--- src/orthonormal_contact_basis_macros.svh ---
// ----------------------------------------------------------------------------
// Orthonormal contact basis: assertion macros
// Shared property wrappers; compiled out when NO_ASSERTIONS is defined.
// ----------------------------------------------------------------------------
`ifndef ORTHONORMAL_CONTACT_BASIS_MACROS_SVH
`define ORTHONORMAL_CONTACT_BASIS_MACROS_SVH
`ifndef NO_ASSERTIONS
// same-cycle implication
`define OCB_ASSERT_HOLD(label, clk, rst, ante, cons) \
   label: assert property (@(posedge clk) disable iff (rst) (ante) |-> (cons)) \
      else $error("ocb assertion failed");
// next-cycle implication
`define OCB_ASSERT_NEXT(label, clk, rst, ante, cons) \
   label: assert property (@(posedge clk) disable iff (rst) (ante) |=> (cons)) \
      else $error("ocb assertion failed");
`else
`define OCB_ASSERT_HOLD(label, clk, rst, ante, cons)
`define OCB_ASSERT_NEXT(label, clk, rst, ante, cons)
`endif
`endif

--- src/ocb_pkg.sv ---
// ----------------------------------------------------------------------------
// ocb_pkg
// Shared constants, types and helpers of the orthonormal contact basis.
// ----------------------------------------------------------------------------
package ocb_pkg;

   localparam int FRAC_BITS = 14;
   localparam int SQ_STEPS  = 16;   // two radicand bits per step, 32-bit radicand
   localparam int DV_STEPS  = 16;   // one quotient bit per step
   localparam int MID_DEPTH = 4;
   localparam int MID_PTR_W = $clog2(MID_DEPTH);
   localparam int NSTAGE    = SQ_STEPS + DV_STEPS + 3;

   typedef struct packed {
      logic signed [15:0] nx;
      logic signed [15:0] ny;
      logic signed [15:0] nz;
      logic               use_x;
      logic [31:0]        d;
   } front_item_type;

   typedef struct packed {
      logic signed [15:0] tangent_a_x;
      logic signed [15:0] tangent_a_y;
      logic signed [15:0] tangent_a_z;
      logic signed [15:0] tangent_b_x;
      logic signed [15:0] tangent_b_y;
      logic signed [15:0] tangent_b_z;
      logic               degenerate;
   } rsp_item_type;

   // magnitude of a 16-bit signed value; -32768 maps to 32768
   function automatic logic [15:0] mag16(input logic signed [15:0] v);
      logic [15:0] m;
      m = v[15] ? 16'(~v + 16'd1) : 16'(v);
      return m;
   endfunction

endpackage

--- src/ocb_front.sv ---
// ----------------------------------------------------------------------------
// ocb_front
// Takes in normals, picks the branch and squares the two components.
// ----------------------------------------------------------------------------
module ocb_front
   import ocb_pkg::*;
(
   input  logic                clock,
   input  logic                reset,
   input  logic                push,
   input  logic signed [15:0]  nx,
   input  logic signed [15:0]  ny,
   input  logic signed [15:0]  nz,
   output logic                full,
   output logic                q_push,
   output front_item_type      q_data,
   input  logic                q_full
);

   logic               valid_ff, valid_in;
   logic               adv;
   logic signed [15:0] nx_ff, ny_ff, nz_ff;
   logic               use_x_ff, use_x_in;
   logic signed [31:0] sq_t_ff, sq_o_ff;
   logic signed [15:0] other;

   assign adv      = !valid_ff || !q_full;
   assign full     = !adv;
   assign use_x_in = mag16(nx) > mag16(ny);   // tie goes to the y branch
   assign other    = use_x_in ? nx : ny;
   assign valid_in = adv ? push : valid_ff;

   always_ff @(posedge clock) begin
      if (reset) begin
         valid_ff <= 1'b0;
      end else begin
         valid_ff <= valid_in;
      end
      if (adv) begin
         nx_ff    <= nx;
         ny_ff    <= ny;
         nz_ff    <= nz;
         use_x_ff <= use_x_in;
         sq_t_ff  <= nz * nz;
         sq_o_ff  <= other * other;
      end
   end

   assign q_push       = valid_ff && !q_full;
   assign q_data.nx    = nx_ff;
   assign q_data.ny    = ny_ff;
   assign q_data.nz    = nz_ff;
   assign q_data.use_x = use_x_ff;
   assign q_data.d     = 32'(sq_t_ff) + 32'(sq_o_ff);

endmodule

--- config.mk ---
export PLATFORM = sky130hd
export DESIGN_NAME = ocb_front
export DESIGN_NICKNAME = d
export VERILOG_FILES = /design/src/orthonormal_contact_basis_macros.svh /design/src/ocb_pkg.sv /design/src/ocb_front.sv
export SDC_FILE = /design/constraint.sdc
export NUM_CORES = 1
export LEC_CHECK = 0
export BUFFER_PORTS_ARGS = -buffer_cell sky130_fd_sc_hd__buf_2
export CORE_MARGIN = 8
export CORE_UTILIZATION = 46
export DETAILED_ROUTE_END_ITERATION = 8
export MAX_ROUTING_LAYER = met4
export PLACE_DENSITY = 0.76
export SYNTH_ARGS = -nofsm -noshare
export SYNTH_HDL_FRONTEND = slang
export SYNTH_SLANG_ARGS = --single-unit
--- constraint.sdc ---
create_clock -name clock -period 9.25 [get_ports clock]
set_input_delay 0.4625 -clock clock [delete_from_list [all_inputs] [get_ports clock]]
set_output_delay 0.4625 -clock clock [all_outputs]
set_load 0.02 [all_outputs]
# Word level (Yosys, flattened, before mapping)
# Cells that the tools add are included.
[word_totals]
elab_cells = 23
input_bits = 52
reg_bits = 114
out_inout_bits = 83
[classes]
muxes = 3
n_lt_le_gt_ge = 1
n_bitwise = 2
add_sub_neg = 3
reduce_logical = 5
multipliers = 2
[op_table]
columns = ["cell", "count"]
rows = [
  ["multiplier 16 x 16 -> 32 bit", 2],
  ["2-to-1 mux 16 bit", 3],
  ["adder 16 x 1 -> 16 bit (second input constant)", 2],
  ["adder 32 bit", 1],
  ["inverter 16 bit", 2],
  ["> comparator 16 bit", 1],
  ["zero test 1 bit", 3],
  ["logical AND 1 bit", 1],
  ["logical OR 1 bit", 1],
]

# Longest topological paths before layout
[depth]
depth_word = 6
mapped_depth = 42
ltp_nobuf = 39

# Worst setup path after synthesis
# No wires, ideal clock.
[synth_timing]
path_kind = "input-to-reg"
start = "input ny[5]"
end = "register sq_o_ff[31], data pin"
setup_ns = 0.275
t_required_ns = 8.975
stages = 34
arrival_ns = 9.249
path_buffers = 3
slack_ns = -0.274
cell_sequence = "clkbuf_1 > or4_1 > nor4_1 > nand2_1 > or4b_2 > ha_1 > nand4_1 > nor2_1 > a21oi_1 > a31oi_2 > buf_4 > buf_4 > mux2i_1 > nor2_1 > fa_1 > inv_1 > fa_1 > inv_1 > fa_1 > fa_1 > fa_1 > inv_1 > fa_1 > inv_1 > ha_1 > a21o_1 > a21o_1 > a21oi_1 > o21ai_0 > a22oi_1 > nand2_1 > or4_1 > a2111oi_0 > a311oi_1"
[synth_via]
elab_chain_cells = 6
[synth_rtl]
columns = ["element", "line_no", "source"]
rows = [
  ["from (decl)", "ocb_front.sv:12", "input logic signed [15:0] ny,"],
  ["inverter 16 bit", "ocb_pkg.sv:35", "m = v[15] ? 16'(~v + 16'd1) : 16'(v);"],
  ["adder 16 x 1 -> 16 bit", "ocb_pkg.sv:35", ""],
  ["2-to-1 mux 16 bit", "ocb_pkg.sv:35", ""],
  ["> comparator 16 bit", "ocb_front.sv:29", "assign use_x_in = mag16(nx) > mag16(ny);"],
  ["2-to-1 mux 16 bit (*)", "ocb_front.sv:30", "assign other = use_x_in ? nx : ny;"],
  ["multiplier 16 x 16 -> 32 bit (*)", "ocb_front.sv:45", "sq_o_ff <= other * other;"],
  ["to (signal assigned)", "ocb_front.sv:45", ""],
  ["to (decl)", "ocb_front.sv:24", "logic signed [31:0] sq_t_ff, sq_o_ff;"],
]
# Mark *: on every way between the ends. The rest lies on a longest branch, timed or not.
# A chain may end at the register's enable or synchronous reset.

# Worst setup path after layout
[layout_timing]
start = "input ny[3]"
end = "register sq_o_ff[31], data pin"
# The elaborated chain is that of the path after synthesis.

==> flow_metrics.env <==
export IMPL_die_x_um=242
export IMPL_routed_wl_mm=55.0
export IMPL_r2r_start="valid_ff$_SDFFE_PP0N_"
export IMPL_vias=17351
export IMPL_worstPathArrival_ps=9270
export IMPL_worstSetupEndpointType="register"
export IMPL_drc=0
export IMPL_seq_area_frac_synth_pct=14.1
export IMPL_antennaDiodeCount=0
export IMPL_cts_tree="done"
export IMPL_coreArea_sq_mm=0.0510
export IMPL_crit_required_ps=9360
export IMPL_clock_latency_ps=390
export IMPL_synth_top_family_by_area="adder cells"
export IMPL_root_buffer="clkbuf_16"
export IMPL_finalHoldViolCount=0
export IMPL_fin_nets=3433
export IMPL_initial_utilization_pct=46.2
export IMPL_final_common_cell="inv_1"
export IMPL_whs_ps=222
export IMPL_max_slew_worst_pin_slew_ps=1030
export IMPL_reg2reg_depth=2
export IMPL_crit_type="in -> reg"
export IMPL_worstReg2RegEnd="sq_t_ff[31]$_DFFE_PN_"
export IMPL_fin_setup_tns_ps=0
export IMPL_pin_count=135
export IMPL_cts_sinks=111
export IMPL_r2r_setup_slack_ps=7240
export IMPL_setup_violations=0
export IMPL_place_hpwl_mm=46.4
export IMPL_synth_compound_area_share_pct=6.73
export IMPL_relSlewSlack_pct=31.7
export IMPL_async_flop_share_pct=0
export IMPL_cts_buffers=9
export IMPL_fmax_mhz=109
export IMPL_synth_simple_area_share_pct=10.4
export IMPL_drv_cap=0
export IMPL_final_cell_mix="inv_1, fa_1, ha_1, nand2_1, buf_4"
export IMPL_worstHoldStart="reset"
export IMPL_antenna_found_initial=0
export IMPL_die_h_um=242
export IMPL_synth_ff_type="edfxtp_1"
export IMPL_synth_edf_count=110
export IMPL_critPathSlowestCell="fa_1"
export IMPL_viasPerCell=5.15
export IMPL_wire_per_inst_um=16.3
export IMPL_synth_mux_area_share_pct=1.27
export IMPL_synth_cell_area_sq_mm=0.0236
export IMPL_status="completed"
export IMPL_yosysWarnings=0
export IMPL_grt_pass1_wl_mm=92.5
export IMPL_min_period_ps=9150
export IMPL_rows=83
export IMPL_yosysUniqueCellTypes=74
export IMPL_min_period_over_period_pct=99.0
export IMPL_ys_ff_latch=111
export IMPL_gp_congestion=0.926
export IMPL_holdPathStages=2
export IMPL_io_buffers=134
export IMPL_cts_max_path_buffers=2
export IMPL_synth_cells=2399
export IMPL_startpoint_type="input pin"
export IMPL_area_growth_synth_to_final_pct=14.6
export IMPL_hold_path_class="in -> reg"
export IMPL_dr_first_iter_drc_count=885
export IMPL_maxSlewViolCount=0
export IMPL_max_stage_delay_ps=580
export IMPL_cp_max_fo=7
export IMPL_worst_clock_skew_ps=7.08
export IMPL_avgSynthCellArea_sq_um=9.82
export IMPL_synth_xor_area_share_pct=4.76
export IMPL_grtUsageTotal_pct=19.7
export IMPL_rsz0062_at_grt="true"
export IMPL_synth_fp_nets=3146
export IMPL_die_area_sq_mm=0.0587
export IMPL_drive_gt1_share_pct=16.1
export IMPL_htree_levels=3
export IMPL_holdPathEnd="valid_ff$_SDFFE_PP0N_"
export IMPL_grt_max_degree=76
export IMPL_synth_fa_ha_area_share_pct=52.1
export IMPL_drt_first_pass_iters=5
export IMPL_crit_top_cell="fa_1"
export IMPL_ant_nets=0
export IMPL_grt_ovfl_total=0
export IMPL_grt_pass1_vias=19248
export IMPL_clk_pin_slew_ps=90
kinds of logic after synthesis:
| group | after synthesis |
|---|---|
| AOI/OAI and AO/OA | 238 |
| xor gates and xnor gates | 128 |
| adders and majority gates | 695 |
| buffers and inverters | 658 |
| DFF | 111 |
| muxes | 29 |
| and+or+nand+nor | 540 |
flip-flops by register name, summed over array words and instances (netlist names):
signal and flops:
valid_ff 1, ny_ff 16, sq_t_ff 30, use_x_ff 1, sq_o_ff 31, nx_ff 16
nz_ff 16
final cells by class:
type | count | area [sq um]
clock buffer | 10 | 229
clock inverter | 6 | 80.1
fill | 4486 | 24000
inverter | 599 | 2260
multi-input combinational | 1631 | 18100
sequential | 111 | 3320
tap | 680 | 851
timing repair buffer | 334 | 2210
what timing repair did:
item,4_1_cts,5_1_grt
endpoints found under the setup margin,2,10
buffers inserted,1,14
pin swaps,0,22
resized for setup,2,68
gates cloned,1,0
hold buffers,0,0
hold endpoints to repair,0,0
how the worst max path moves through the flow:
stage,startpoint,depth (start not counted),endpoint
2_1_floorplan,ny[5],33,sq_o_ff[30]$_DFFE_PN_
3_3_place_gp,nx[3],36,sq_o_ff[31]$_DFFE_PN_
3_5_place_dp,ny[3],38,sq_o_ff[31]$_DFFE_PN_
4_1_cts,ny[3],38,sq_o_ff[31]$_DFFE_PN_
5_1_grt,ny[3],39,sq_o_ff[31]$_DFFE_PN_
6_report,ny[3],38,sq_o_ff[31]$_DFFE_PN_
metal layers:
metal / vias to the layer above / wire [um] / global-route usage, %
met5: - / 0 / -
met2: 403 / 28900 / 34.1
met1: 8888 / 21800 / 23.3
li1: 7963 / - / -
met4: 0 / 1540 / 6.78
met3: 97 / 2730 / 2.90
worst max-delay path, delay by kind of cell:
kind,cells,cell delay (ps)
multiplexers,1,220
AO/OA/AOI/OAI,12,1880
AND/OR/NAND/NOR,7,1980
adder cells (fa/ha/maj),8,3610
buffers and inverters,9,920
XOR/XNOR,1,200
cell usage after synthesis, types with 21 or more instances:
library cell,n,area share [%]
a21o_1,40,1.3
a21oi_1,63,1.3
and2_1,49,1.3
clkbuf_1,39,0.62
edfxtp_1,110,14
fa_1,476,40
ha_1,219,12
inv_1,593,9.4
mux2i_1,21,0.89
nand2_1,214,3.4
nor2_1,151,2.4
o21ai_0,45,0.96
xnor2_1,88,3.3
xor2_1,40,1.5
through the flow:
step	instances	setup WS [ps]	utilization [%]	instance area [sq um]
floorplan	2399	-14.9	-	23600
global placement	3339	-207	51.6	26300
detailed placement	3339	-481	51.6	26300
CTS	3357	19.4	52.2	26600
global route	3371	-149	53.0	27000
finish	3371	96.8	53.0	27000
Power is left out: the tool's default activity adds up to more than one toggle a clock period on the data nets, which glitch-free logic cannot reach.
