`src/orthonormal_contact_basis_macros.svh`:
```
// ----------------------------------------------------------------------------
// Orthonormal contact basis: assertion macros
// Shared property wrappers; compiled out when NO_ASSERTIONS is defined.
// ----------------------------------------------------------------------------
`ifndef ORTHONORMAL_CONTACT_BASIS_MACROS_SVH
`define ORTHONORMAL_CONTACT_BASIS_MACROS_SVH
`ifndef NO_ASSERTIONS
// same-cycle implication
`define OCB_ASSERT_HOLD(label, clk, rst, ante, cons) \
   label: assert property (@(posedge clk) disable iff (rst) (ante) |-> (cons)) \
      else $error("ocb assertion failed");
// next-cycle implication
`define OCB_ASSERT_NEXT(label, clk, rst, ante, cons) \
   label: assert property (@(posedge clk) disable iff (rst) (ante) |=> (cons)) \
      else $error("ocb assertion failed");
`else
`define OCB_ASSERT_HOLD(label, clk, rst, ante, cons)
`define OCB_ASSERT_NEXT(label, clk, rst, ante, cons)
`endif
`endif

```
`src/ocb_pkg.sv`:
```
// ----------------------------------------------------------------------------
// ocb_pkg
// Shared constants, types and helpers of the orthonormal contact basis.
// ----------------------------------------------------------------------------
package ocb_pkg;

   localparam int FRAC_BITS = 14;
   localparam int SQ_STEPS  = 16;   // two radicand bits per step, 32-bit radicand
   localparam int DV_STEPS  = 16;   // one quotient bit per step
   localparam int MID_DEPTH = 4;
   localparam int MID_PTR_W = $clog2(MID_DEPTH);
   localparam int NSTAGE    = SQ_STEPS + DV_STEPS + 3;

   typedef struct packed {
      logic signed [15:0] nx;
      logic signed [15:0] ny;
      logic signed [15:0] nz;
      logic               use_x;
      logic [31:0]        d;
   } front_item_type;

   typedef struct packed {
      logic signed [15:0] tangent_a_x;
      logic signed [15:0] tangent_a_y;
      logic signed [15:0] tangent_a_z;
      logic signed [15:0] tangent_b_x;
      logic signed [15:0] tangent_b_y;
      logic signed [15:0] tangent_b_z;
      logic               degenerate;
   } rsp_item_type;

   // magnitude of a 16-bit signed value; -32768 maps to 32768
   function automatic logic [15:0] mag16(input logic signed [15:0] v);
      logic [15:0] m;
      m = v[15] ? 16'(~v + 16'd1) : 16'(v);
      return m;
   endfunction

endpackage

```
`src/ocb_queue.sv`:
```
// ----------------------------------------------------------------------------
// ocb_queue
// Short queue between the front and the back.
// ----------------------------------------------------------------------------
module ocb_queue
   import ocb_pkg::*;
(
   input  logic           clock,
   input  logic           reset,
   input  logic           push,
   input  front_item_type wdata,
   output logic           full,
   input  logic           pop,
   output front_item_type rdata,
   output logic           empty
);

   front_item_type         mem_ff [MID_DEPTH];
   logic [MID_PTR_W-1:0]   wr_ff, wr_in, rd_ff, rd_in;
   logic [MID_PTR_W:0]     cnt_ff, cnt_in;
   logic                   do_push, do_pop;

   assign full    = cnt_ff == (MID_PTR_W+1)'(MID_DEPTH);
   assign empty   = cnt_ff == '0;
   assign do_push = push && !full;
   assign do_pop  = pop && !empty;
   assign rdata   = mem_ff[rd_ff];

   always_comb begin
      wr_in  = do_push ? wr_ff + 1'b1 : wr_ff;
      rd_in  = do_pop ? rd_ff + 1'b1 : rd_ff;
      cnt_in = cnt_ff;
      if (do_push && !do_pop) cnt_in = cnt_ff + 1'b1;
      if (do_pop && !do_push) cnt_in = cnt_ff - 1'b1;
   end

   always_ff @(posedge clock) begin
      if (reset) begin
         wr_ff  <= '0;
         rd_ff  <= '0;
         cnt_ff <= '0;
      end else begin
         wr_ff  <= wr_in;
         rd_ff  <= rd_in;
         cnt_ff <= cnt_in;
      end
      if (do_push) begin
         mem_ff[wr_ff] <= wdata;
      end
   end

endmodule

```
`config.mk`:
```
export PLATFORM = sky130hd
export DESIGN_NAME = ocb_queue
export DESIGN_NICKNAME = d
export VERILOG_FILES = /design/src/orthonormal_contact_basis_macros.svh /design/src/ocb_pkg.sv /design/src/ocb_queue.sv
export SDC_FILE = /design/constraint.sdc
export NUM_CORES = 1
export LEC_CHECK = 0
export BUFFER_PORTS_ARGS = -buffer_cell sky130_fd_sc_hd__buf_2
export CAP_MARGIN = 15
export CORE_UTILIZATION = 59
export CTS_BUF_LIST = sky130_fd_sc_hd__clkbuf_2 sky130_fd_sc_hd__clkbuf_4 sky130_fd_sc_hd__clkbuf_8
export DETAILED_ROUTE_END_ITERATION = 6
export PLACE_DENSITY = 0.82
export SLEW_MARGIN = 20
export SYNTH_ARGS = -nofsm -noshare
export SYNTH_HDL_FRONTEND = slang
export SYNTH_SLANG_ARGS = --single-unit
```
`constraint.sdc`:
```
create_clock -name clock -period 3.66 [get_ports clock]
set_input_delay 0.732 -clock clock [delete_from_list [all_inputs] [get_ports clock]]
set_output_delay 0.732 -clock clock [all_outputs]
set_load 0.01 [all_outputs]
```
# Word level (Yosys, flattened, before mapping)

Memories as Yosys holds them, arrays and structs flattened. A register that Yosys moved wholly into a read port is not among the register bits.
Cells that the tools add are included.

Muxes and demuxes: 6
$lt $le $gt $ge: 0
Bitwise logic cells: 0
Div/mod/pow operators: 0
Reduce and logical (&&, ||, !) cells: 10
$mul: 0
Shift-type cells: 0
Eq/ne operators: 1
Add/sub/neg operators: 4

Operators with widths:

| cell                                              | count |
|---|---|
| two-way mux 3 bit                                 | 2 |
| adder 2 x 1 -> 2 bit (second input constant)      | 2 |
| logical AND 1 bit                                 | 4 |
| zero test 1 bit                                   | 4 |
| two-way mux 2 bit                                 | 2 |
| adder 3 x 1 -> 3 bit (second input constant)      | 1 |
| equality test 3 bit (second input constant)       | 1 |
| zero test 3 bit                                   | 1 |
| subtractor 3 x 1 -> 3 bit (second input constant) | 1 |
| two-way mux 1 bit                                 | 2 |
| nonzero test 2 bit                                | 1 |

Memories: 1
Output and inout port bits: 83
Latch bits: 0
ROM bits: 0
Register bits: 7
Word-level logic and storage cells: 25
Memory bits (writable): 324
Input bits: 85

Memories:

| name   | words | width | rd ports | clocked after memory_dff | wr ports | line            | RTL |
|---|---|---|---|---|---|---|---|
| mem_ff | 4     | 81    | 1        | 1                        | 1        | ocb_queue.sv:18 | `front_item_type mem_ff [MID_DEPTH];` |

# Depth between registers and ports, before layout

Gate-level depths: netlist of run 1.

Depth in word-level cells: 7
Gate-level depth with buffers: 9
Mapped depth without buffers: 9

# Worst setup path before layout of run 1

Ideal clock, no wire load.

Kind: input-to-reg
Start point: in push
End point: mem mem_ff[1][0] (netlist bit), enable pin
Stages on the path: 3
Library setup time: 448 ps
Required time: 3212 ps
Path buffers: 0
Arrival: 2947 ps
Setup slack: 265 ps
Cells stage by stage: inv_1 -> nor2_1 -> and2_1

Word-level cells in the longest chain between the ends: 3

RTL lines:

| item                                    | line            | RTL |
|---|---|---|
| from (decl)                             | ocb_queue.sv:10 | `input logic push,` |
| logical AND 1 bit                       | ocb_queue.sv:25 | `assign do_push = push && !full;` |
| two-way mux 1 bit                       | ocb_queue.sv:47 | `if (do_push) begin` |
| two-way mux 1 bit (not written as such) | ocb_queue.sv:48 | `mem_ff[wr_ff] <= wdata;` |
| to (decl)                               | ocb_queue.sv:18 |  |

No other way between the ends.

==> results of run 1 <==
[power by group]
part / internal [mW] / leakage (nW) / total (mW) / switching, mW
Sequential: 4.56 / 3.05 / 4.75 / 0.187
Combinational: 1.07 / 1.30 / 2.13 / 1.06
Clock: 1.68 / 0.534 / 2.97 / 1.28
[routing by layer]
metal  up-vias  routed length, um
met5         -                  0
li1       2464                  -
met3        33               1794
met4         0                374
met1      2913               8975
met2       253              10820
[layout by cell type, fill, tap and decap left out, types with 4 or more instances in the layout]
cell type  synthesis  layout
ha_1               5       5
mux4_2            81      81
buf_2              8     167
clkbuf_4           0      20
diode_2            0       4
clkbuf_8           0      57
nor2_1             6       6
clkinv_1           0       9
and2_4             0       4
buf_4              0       5
dfxtp_1            9       7
inv_1              8       8
buf_12             8       6
edfxtp_1         324     324
a21oi_1            4       4
[sequential cells by signal, indices dropped and copies added (netlist names), named ones only]
name    flops
rd_ff       2
cnt_ff      3
wr_ff       2
mem_ff    324
[area by class of cell]
cell class | instances | area [um2]
clock buffers | 77 | 934.6
fillers | 1219 | 5912
well taps | 270 | 337.8
diodes | 4 | 10.01
repair buffers | 178 | 993.5
multi-input cells | 117 | 2096
inverters | 8 | 30.03
clock inverters | 11 | 68.82
flip-flops and latches | 333 | 9917
[through the flow]
stage | hold WS, ns | instance area, um2 | cells | setup WS [ns]
detailed placement | 0.4923 | 13370 | 906 | 1.101
floorplan | 0.4591 | 12240 | 477 | 0.2650
CTS | 0.3575 | 14380 | 994 | 0.5428
finish | 0.3936 | 14390 | 998 | 0.6010
global route | 0.3542 | 14380 | 996 | 0.4790
global placement | 0.4727 | 13370 | 906 | 1.181
[logic make-up (layout without fill, tap and decap cells)]
family	count (synthesis)	in the layout	synth area share (%)
AOI/OAI and AO/OA	8	8	0.3474
xor gates and xnor gates	3	3	0.2146
adders and majority gates	6	6	0.6744
buffers and inverters	27	274	2.033
DFF	333	333	80.93
muxes	82	82	14.98
other	0	4	0
and+or+nand+nor	18	18	0.8174
[worst register-to-register path, stage by stage (launching register included)]
cell,delay (ns)
dfxtp_1,0.38
nor3b_2,0.26
nor2_1,0.17
inv_1,0.09
ha_1,0.18
inv_1,0.06
fa_1,0.37
xor2_1,0.16
or3_1,0.34
a21oi_1,0.17
[worst paths after layout]
check	startpoint	endpoint	slack, ns	cells after the start
hold reg to reg	rd_ff[1]	register	0.51	2
setup / recovery	register	rdata[55]	0.60	3
hold / removal	wdata[42]	mem_ff[3][42]	0.39	1
setup reg to reg	cnt_ff[2]	cnt_ff[2]	1.41	9
==> run_results.csv, run 1 <==
group,metric,value,unit
cts,cts_setup_buffers,0,
route,final_antenna_net_count,0,
die,die_y,146.1,um
die,die_w,146.1,um
sta,hold_viol,0,
route,vias,5663,
worst_setup_path,cp_max_fo,46,
die,core_area,0.02030,mm2
finish,area_delta_synth_final,17.50,%
sta,fin_setup_tns,0,ns
sta,skew,0.01453,ns
global_routing,antenna_found_initial,5,
sta,setup_violations,0,
synth,syn_inst,477,
sta,finalCritPeriodShare,83.58,%
synth,synth_warnings,0,
worst_setup_path,crit_buf_inv,2,
global_routing,use_met3,6.313,%
cts,clock_latency,0.55,ns
cts,cts-resized-gates,0,
synth,synth-seq-cells,333,
route,finalWirelength,21.97,mm
global_routing,top_usage_layer,"met2",
placed_design,portBuffers,167,
worst_setup_path,crit_type,"reg2out",
sta,tightest_slew,0.6831,ns
status,status,"completed",
finish,drive_gt1_share,47.65,%
cts,cts_buffers,50,
worst_setup_path,cp.required,2.93,ns
placed_design,place.gp.congestion,0.7443,
finish,utilization,70.88,%
pwr,power_density,684.1,mW/mm2
cts,clock-sinks,333,
synth,synth_flop_cell,"edfxtp_1",
worst_setup_path,start_kind,"register",
worst_setup_path,max_stage_delay,0.79,ns
cts,path_clk_slew,0.07,ns
synth,synth_top_cell_area_share,79.46,%
pwr,ir_drop,0.4026,mV
global_routing,grt_overflow,0,
worst_setup_path,worstPathCellList,"buf_4 -> mux4_2 -> buf_2",
cts,h-tree-depth,2,
route,first_pass_iters,4,
worst_setup_path,crit_path_end_kind,"output port",
worst_setup_path,cp.arrival,2.33,ns
pwr,power,9.842,mW
synth,synth.most_common_cell,"edfxtp_1",
synth,synth_edf_count,324,
global_routing,grt_pass1_wl,33.52,mm
worst_setup_path,cp_slowest_cell,"dfxtp_4",
route,viasPerCell,5.674,
global_routing,grt_max_degree,49,
cts,cts_tree,"yes",
route,drt_iter0_markers,395,
route,drc,0,
die,ios,168,
die,fp-row-count,52,
synth,ys_seq_area_share,80.93,%
die,initial_core_util,60.32,%
synth,async_flop_share,0,%
synth,synthTopCellsByArea,"edfxtp_1 (79%), mux4_2 (15%), dfxtp_1 (1.5%)",
sta,fmax,0.3269,GHz
synth,ys_types,23,
placed_design,dp_hpwl,13.57,mm
route,wl_per_cell,22.01,um
synth,syn_area,0.01224,mm2
sta,relSlewSlack,54.46,%
sta,finalMaxSlewViolations,0,
die,die_area,0.02133,mm2
cts,root_buffer,"clkbuf_8",
synth,synth_common_cells,"edfxtp_1 (324), mux4_2 (81), dfxtp_1 (9)",
worst_setup_path,path_delay_family,"flip-flops",
pwr,power_leakage,4.883,nW
job,cap_viol_max_count,0,
cts,clock_path_buffers,3,
global_routing,track_usage,21.10,%
global_routing,grtUsageMet2,33.92,%
sta,period_needed,3.059,ns
synth,synth_top_cell_by_area,"edfxtp_1",
sta,grt_setup_unrepaired,"no",
synth,syn_nets,568,
global_routing,grt_pass1_vias,6022,
finish,nets,779,
global_routing,grt.met1_usage,28.10,%
worst_hold_path,hp-class,"in2reg",
cts,cts_hold_buf,0,
synth,syn_avg_cell_area,25.67,um2
(Power assumes the default switching activity.)
==> run 2: changes to the inputs <==
--- a/config.mk
+++ b/config.mk
@@ -5,12 +5,13 @@
 export SDC_FILE = /design/constraint.sdc
 export NUM_CORES = 1
 export LEC_CHECK = 0
+export ABC_AREA = 1
 export BUFFER_PORTS_ARGS = -buffer_cell sky130_fd_sc_hd__buf_2
 export CAP_MARGIN = 15
 export CORE_UTILIZATION = 59
 export CTS_BUF_LIST = sky130_fd_sc_hd__clkbuf_2 sky130_fd_sc_hd__clkbuf_4 sky130_fd_sc_hd__clkbuf_8
 export DETAILED_ROUTE_END_ITERATION = 6
-export PLACE_DENSITY = 0.82
+export PLACE_DENSITY = 0.81
 export SLEW_MARGIN = 20
 export SYNTH_ARGS = -nofsm -noshare
 export SYNTH_HDL_FRONTEND = slang
==> constraint.sdc (replaced) <==
create_clock -name clock -period 2.9 [get_ports clock]
set_input_delay 0.58 -clock clock [delete_from_list [all_inputs] [get_ports clock]]
set_output_delay 0.58 -clock clock [all_outputs]
set_load 0.01 [all_outputs]
==> run 2 against run 1 <==
  * Register-to-register slack got worse by 0.72 ns
  * Synthesized cell count increased by 79%
  * Cell count increased by 35%
  * Largest cell class unchanged
==> run_results.csv, run 2 <==
group,metric,value,unit
status,status,"completed",
synth,synth_edf_count,324,
pwr,p_clk_share,28.3,%
sta,skew,0.01332,ns
synth,synth.most_common_cell,"edfxtp_1",
worst_setup_path,crit_type,"reg2out",
placed_design,portBuffers,167,
cts,clock-sinks,333,
synth,synth_top_family_by_area,"compound AO/OA/AOI/OAI gates",
worst_setup_path,crit_path_end_kind,"output port",
route,final_antenna_net_count,0,
pwr,p_switching,3.539,mW
global_routing,grt_pass1_vias,7338,
cts,path_clk_slew,0.06,ns
synth,synth_common_cells,"edfxtp_1 (324), nor2_1 (152), o21ai_0 (144)",
pwr,seq_power_share,48.5,%
synth,async_flop_share,0,%
sta,setup_violations,0,
die,die_w,148.0,um
route,first_pass_iters,4,
finish,utilization,69.33,%
pwr,p_sw_share,29.44,%
finish,drive_gt1_share,26.66,%
worst_setup_path,start_kind,"register",
worst_setup_path,cp.required,2.32,ns
route,finalWirelength,23.96,mm
sta,finalMaxSlewViolations,0,
worst_setup_path,path_delay_family,"buffers and inverters",
synth,synth_flop_cell,"edfxtp_1",
global_routing,grt_pass1_wl,36.82,mm
worst_setup_path,cp_slowest_cell,"buf_12",
sta,relSlewSlack,56.23,%
synth,synthMuxAreaShare,0,%
route,wl_per_cell,17.81,um
global_routing,grt_overflow,0,
pwr,intPower,8.482,mW
sta,period_needed,2.690,ns
cts,cts_hold_buf,0,
synth,yosys.area_share.simple,6.182,%
die,ios,168,
finish,final_common_cell,"edfxtp_1",
worst_setup_path,worstPathCellList,"buf_12 -> o21ai_0 -> o22ai_1 -> buf_2",
route,viasPerCell,5.546,
route,vias,7459,
finish,largest_reg_flops,324,
sta,hold_viol,0,
cts,cts_buffers,49,
cts,h-tree-depth,2,
synth,syn_inst,853,
sta,fmax,0.3718,GHz
placed_design,dp_hpwl,12.97,mm
synth,synth_warnings,0,
die,core_area,0.02096,mm2
pwr,power_density,827.4,mW/mm2
synth,synth_top_cell_by_area,"edfxtp_1",
synth,synthAdderAreaFrac,0.6570,%
die,initial_core_util,59.98,%
finish,area_delta_synth_final,15.59,%
pwr,power_leakage,5.130,nW
pwr,power,12.02,mW
die,die_area,0.02189,mm2
worst_setup_path,cp_max_fo,162,
synth,synthXorXnorAreaFrac,0,%
synth,syn_nets,944,
finish,nets,1124,
placed_design,place.gp.congestion,0.7335,
cts,cts_setup_buffers,0,
route,drt_iter0_markers,442,
worst_setup_path,max_stage_delay,0.53,ns
sta,finalCritPeriodShare,92.75,%
synth,synthTopCellsByArea,"edfxtp_1 (77%), o21ai_0 (5.7%), nor2_1 (4.5%)",
sta,tightest_slew,0.6565,ns
global_routing,grt_max_degree,163,
route,drc,0,
worst_hold_path,hp-class,"in2reg",
die,die_y,148.0,um
finish,largestRegisters,"mem_ff x324, cnt_ff x3",
cts,cts_tree,"yes",
synth,ys_seq_area_share,78.85,%
cts,cts-resized-gates,1,
cts,clock_latency,0.54,ns
cts,root_buffer,"clkbuf_8",
job,cap_viol_max_count,0,
global_routing,track_usage,22.07,%
worst_setup_path,crit_buf_inv,2,
worst_setup_path,ff2ff_setup_slack,0.69,ns
finish,fill_cells,1417,
worst_setup_path,cp.arrival,2.11,ns
synth,synth_compound_area_share,10.76,%
synth,synth_top_cell_area_share,77.41,%
pwr,pwr-share-comb,23.2,%
synth,syn_avg_cell_area,14.73,um2
cts,clock_path_buffers,3,
finish,final_cell_mix,"edfxtp_1 (324), buf_2 (167), nor2_1 (148), o21ai_0 (144), o22ai_1 (81)",
synth,syn_area,0.01257,mm2
finish,top_register,"mem_ff",
synth,ys_types,21,
sta,grt_setup_unrepaired,"no",
pwr,ir_drop,0.5401,mV
synth,synth-seq-cells,333,
die,fp-row-count,53,
global_routing,antenna_found_initial,2,
-- run 2: cell types whose count changed after synthesis, sizes merged, moves of 14 or more --
cell	delta
clkbuf	+27
mux4	-81
nand2	+14
nor2	+166
o21ai	+161
o22ai	+81
-- run 2: worst register-to-register path: cells and delay by family, from the launching register on --
family / cells / cell delay [ns]
AND/OR/NAND/NOR: 8 / 1.01
adder cells (fa/ha/maj): 2 / 0.63
flip-flops: 1 / 0.33
buffers and inverters: 2 / 0.13
-- run 2: final cells by class --
class,count,area (um2),area share [%]
flip-flops and latches,333,9915,68.25
multi-input cells,448,2242,15.43
repair buffers,181,1028,7.080
clock buffers,69,824.5,5.676
well taps,275,344.1,2.368
inverters,20,95.09,0.6546
clock inverters,18,76.32,0.5254
diodes,1,2.502,0.01723
-- run 2: logic make-up (layout without fill, tap and decap cells) --
kind of cell,count (synthesis),count (layout)
adder cells (fa/ha/maj),6,6
flip-flops,333,333
AND/OR/NAND/NOR,192,192
buffers and inverters,72,288
AO/OA/AOI/OAI,250,250
other,0,1
-- run 2: path summary, 6_finish.rpt --
kind | from | endpoint | cells after the start
hold reg to reg | rd_ff[1] | register | 2
setup / recovery | register | rdata[39] | 4
hold / removal | wdata[63] | mem_ff[0][63] | 1
setup reg to reg | cnt_ff[1] | cnt_ff[2] | 12
-- run 2: per-layer routing --
| layer | part of all wire (%) | wire length (um) | up-vias | track usage [%] |
|---|---|---|---|---|
| met5 | 0.033 | 8 | - | 0 |
| met4 | 2.3 | 548 | 2 | 7.680 |
| met3 | 6.9 | 1651 | 51 | 5.185 |
| met2 | 51 | 12280 | 243 | 38.80 |
| met1 | 40 | 9468 | 3603 | 26.76 |
| li1 | - | - | 3560 | - |
-- run 2: per-stage QoR --
stage	worst slack (ns)	TNS (ns)	cell area (um2)	std cells	hold WS [ns]
floorplan	-0.4120	-133.49	12580	853	0.4587
finish	0.2101	0	14530	1345	0.2543
global placement	0.6523	0	13620	1257	0.4762
CTS	0.1817	0	14530	1344	0.2192
global route	0.07027	0	14530	1345	0.2209
detailed placement	0.5903	0	13620	1257	0.4866
-- run 2: power by group through the flow --
stage / logic, mW / clock network (mW) / registers (mW)
CTS: 2.81 / 3.48 / 5.83
finish: 2.79 / 3.40 / 5.83
global route: 3.07 / 3.70 / 5.86
floorplan: 1.87 / 0 / 5.91
detailed placement: 2.80 / 0 / 5.93
global placement: 2.74 / 0 / 5.91
==> run 3: changes to the inputs <==
--- a/config.mk
+++ b/config.mk
@@ -5,13 +5,12 @@
 export SDC_FILE = /design/constraint.sdc
 export NUM_CORES = 1
 export LEC_CHECK = 0
-export ABC_AREA = 1
 export BUFFER_PORTS_ARGS = -buffer_cell sky130_fd_sc_hd__buf_2
 export CAP_MARGIN = 15
 export CORE_UTILIZATION = 59
 export CTS_BUF_LIST = sky130_fd_sc_hd__clkbuf_2 sky130_fd_sc_hd__clkbuf_4 sky130_fd_sc_hd__clkbuf_8
 export DETAILED_ROUTE_END_ITERATION = 6
-export PLACE_DENSITY = 0.81
+export PLACE_DENSITY = 0.82
 export SLEW_MARGIN = 20
 export SYNTH_ARGS = -nofsm -noshare
 export SYNTH_HDL_FRONTEND = slang
==> run 3 against run 2 <==
  * First-iteration DRC count decreased by 31%
  * Critical path type unchanged
  * Via count decreased by 24%
  * Sequential share of layout area increased by 0.69 points
  * Maximum frequency decreased by 2.3%
  * Non-clock buffer count increased by 1
  * Largest cell class unchanged
  * Total power increased by 2.6%
  * Sequential cell count unchanged
  * Die area decreased by 2.5%
  * Utilization increased by 1.5 points
==> run_results.csv, run 3 (same netlist as run 1, synthesis figures left out) <==
group,metric,value,unit
sta,fin_setup_tns,0,ns
cts,cts_setup_buffers,0,
global_routing,grt_pass1_vias,6088,
status,status,"completed",
finish,largestRegisters,"mem_ff x324, cnt_ff x3",
route,first_pass_iters,4,
route,drc,0,
placed_design,pre_cts_slack,0.6507,ns
die,core_area,0.02030,mm2
sta,fmax,0.3634,GHz
global_routing,antenna_found_initial,0,
die,die_area,0.02133,mm2
worst_hold_path,hp-class,"in2reg",
route,finalWirelength,21.78,mm
sta,hold_viol,0,
finish,final_common_cell,"edfxtp_1",
cts,clock-sinks,333,
sta,finalCritPeriodShare,94.90,%
worst_setup_path,cp_max_fo,31,
placed_design,portBuffers,167,
sta,relSlewSlack,64.09,%
global_routing,grt_overflow,0,
worst_setup_path,start_kind,"register",
worst_hold_path,worstHoldEndpoint,"mem_ff[2][59]",
route,viasPerCell,5.678,
worst_setup_path,r2r_cells,9,
finish,final_cell_mix,"edfxtp_1 (324), buf_2 (167), mux4_2 (81), clkbuf_8 (50), clkbuf_4 (16)",
worst_setup_path,crit_type,"reg2out",
cts,cts-resized-gates,0,
cts,path_clk_slew,0.06,ns
worst_setup_path,ff2ff_setup_slack,0.71,ns
sta,setup_violations,0,
finish,area_delta_synth_final,17.48,%
sta,worst_slack,0.1480,ns
placed_design,place.gp.congestion,0.7344,
die,die_w,146.1,um
cts,clock_path_buffers,3,
placed_design,dp_hpwl,13.84,mm
route,vias,5655,
cts,root_buffer,"clkbuf_8",
worst_setup_path,crit_path_end_kind,"output port",
die,die_y,146.1,um
finish,diodes,0,
pwr,power_density,857.1,mW/mm2
worst_hold_path,hold_depth,1,
worst_setup_path,r2r-end,"cnt_ff[2]",
job,cap_viol_max_count,0,
die,ios,168,
worst_setup_path,worstReg2RegStart,"cnt_ff[2]",
worst_hold_path,min_from,"wdata[59]",
cts,cts_buffers,50,
global_routing,grt_pass1_wl,33.53,mm
finish,top_register,"mem_ff",
cts,cts_hold_buf,0,
sta,grt_setup_unrepaired,"no",
cts,h-tree-depth,2,
finish,largest_reg_flops,324,
finish,nets,783,
cts,cts_tree,"yes",
global_routing,grt_max_degree,47,
sta,skew,0.01530,ns
route,final_antenna_net_count,0,
cts,clock_latency,0.54,ns
global_routing,track_usage,21.13,%
die,initial_core_util,60.32,%
sta,tightest_slew,0.5386,ns
sta,finalMaxSlewViolations,0,
pwr,power_leakage,4.880,nW
route,wl_per_cell,21.87,um
finish,drive_gt1_share,47.80,%
pwr,ir_drop,0.7220,mV
sta,period_needed,2.752,ns
route,drt_iter0_markers,305,
worst_setup_path,cp.arrival,2.17,ns
worst_setup_path,cp.required,2.32,ns
die,fp-row-count,52,
[run 3: cell types whose count changed in the layout (fill, tap and decap cells not counted), moves of 5 or more]
cell,previous run,this run
o22ai_1,81,0
nand2_1,15,1
o21ai_1,20,0
o21ai_0,144,3
nor2_1,148,6
nand3_1,5,0
nor2_2,20,0
mux4_2,0,81
inv_1,18,8
[run 3: layout make-up]
| class | instances | area, um2 |
|---|---|---|
| multi-input cells | 117 | 2096 |
| fillers | 1190 | 5914 |
| well taps | 270 | 337.8 |
| clock buffers | 66 | 808.3 |
| flip-flops and latches | 333 | 9917 |
| inverters | 8 | 30.03 |
| repair buffers | 182 | 1049 |
| clock inverters | 20 | 147.6 |
[run 3: worst max-delay path by stage]
stage                         end  cells after the start
floorplan            mem_ff[0][0]                      3
CTS                     rdata[27]                      3
global placement        rdata[23]                      3
global route            rdata[27]                      3
detailed placement  mem_ff[1][11]                      5
finish                  rdata[23]                      3
[run 3: power by group]
part | switching [mW] | leakage (nW) | total [mW] | internal (mW)
logic | 1.35 | 1.33 | 2.74 | 1.39
registers | 0.209 | 3.05 | 5.96 | 5.75
clock network | 1.64 | 0.504 | 3.63 | 1.99
[run 3: stage by stage]
stage | area [um2] | util (%) | instances | hold WS, ns | total power [mW]
2_1_floorplan | 12250 | - | 477 | 0.4591 | 7.983
3_3_place_gp | 13430 | 66.16 | 910 | 0.4619 | 8.757
3_5_place_dp | 13430 | 66.16 | 910 | 0.4875 | 8.862
4_1_cts | 14390 | 70.86 | 996 | 0.2012 | 12.48
5_1_grt | 14390 | 70.86 | 996 | 0.2151 | 12.85
6_report | 14390 | 70.86 | 996 | 0.2408 | 12.33
[run 3: critical path, cell delays in order (launching register included)]
cell and delay (ns):
dfxtp_4 0.57, buf_12 0.30, mux4_2 0.57, buf_2 0.16
[run 3: layer usage]
metal / routed length, um / global-route usage (%)
met1: 8333 / 26.82
met3: 1384 / 4.188
met4: 424 / 6.615
met5: 0 / 0
met2: 11640 / 37.18
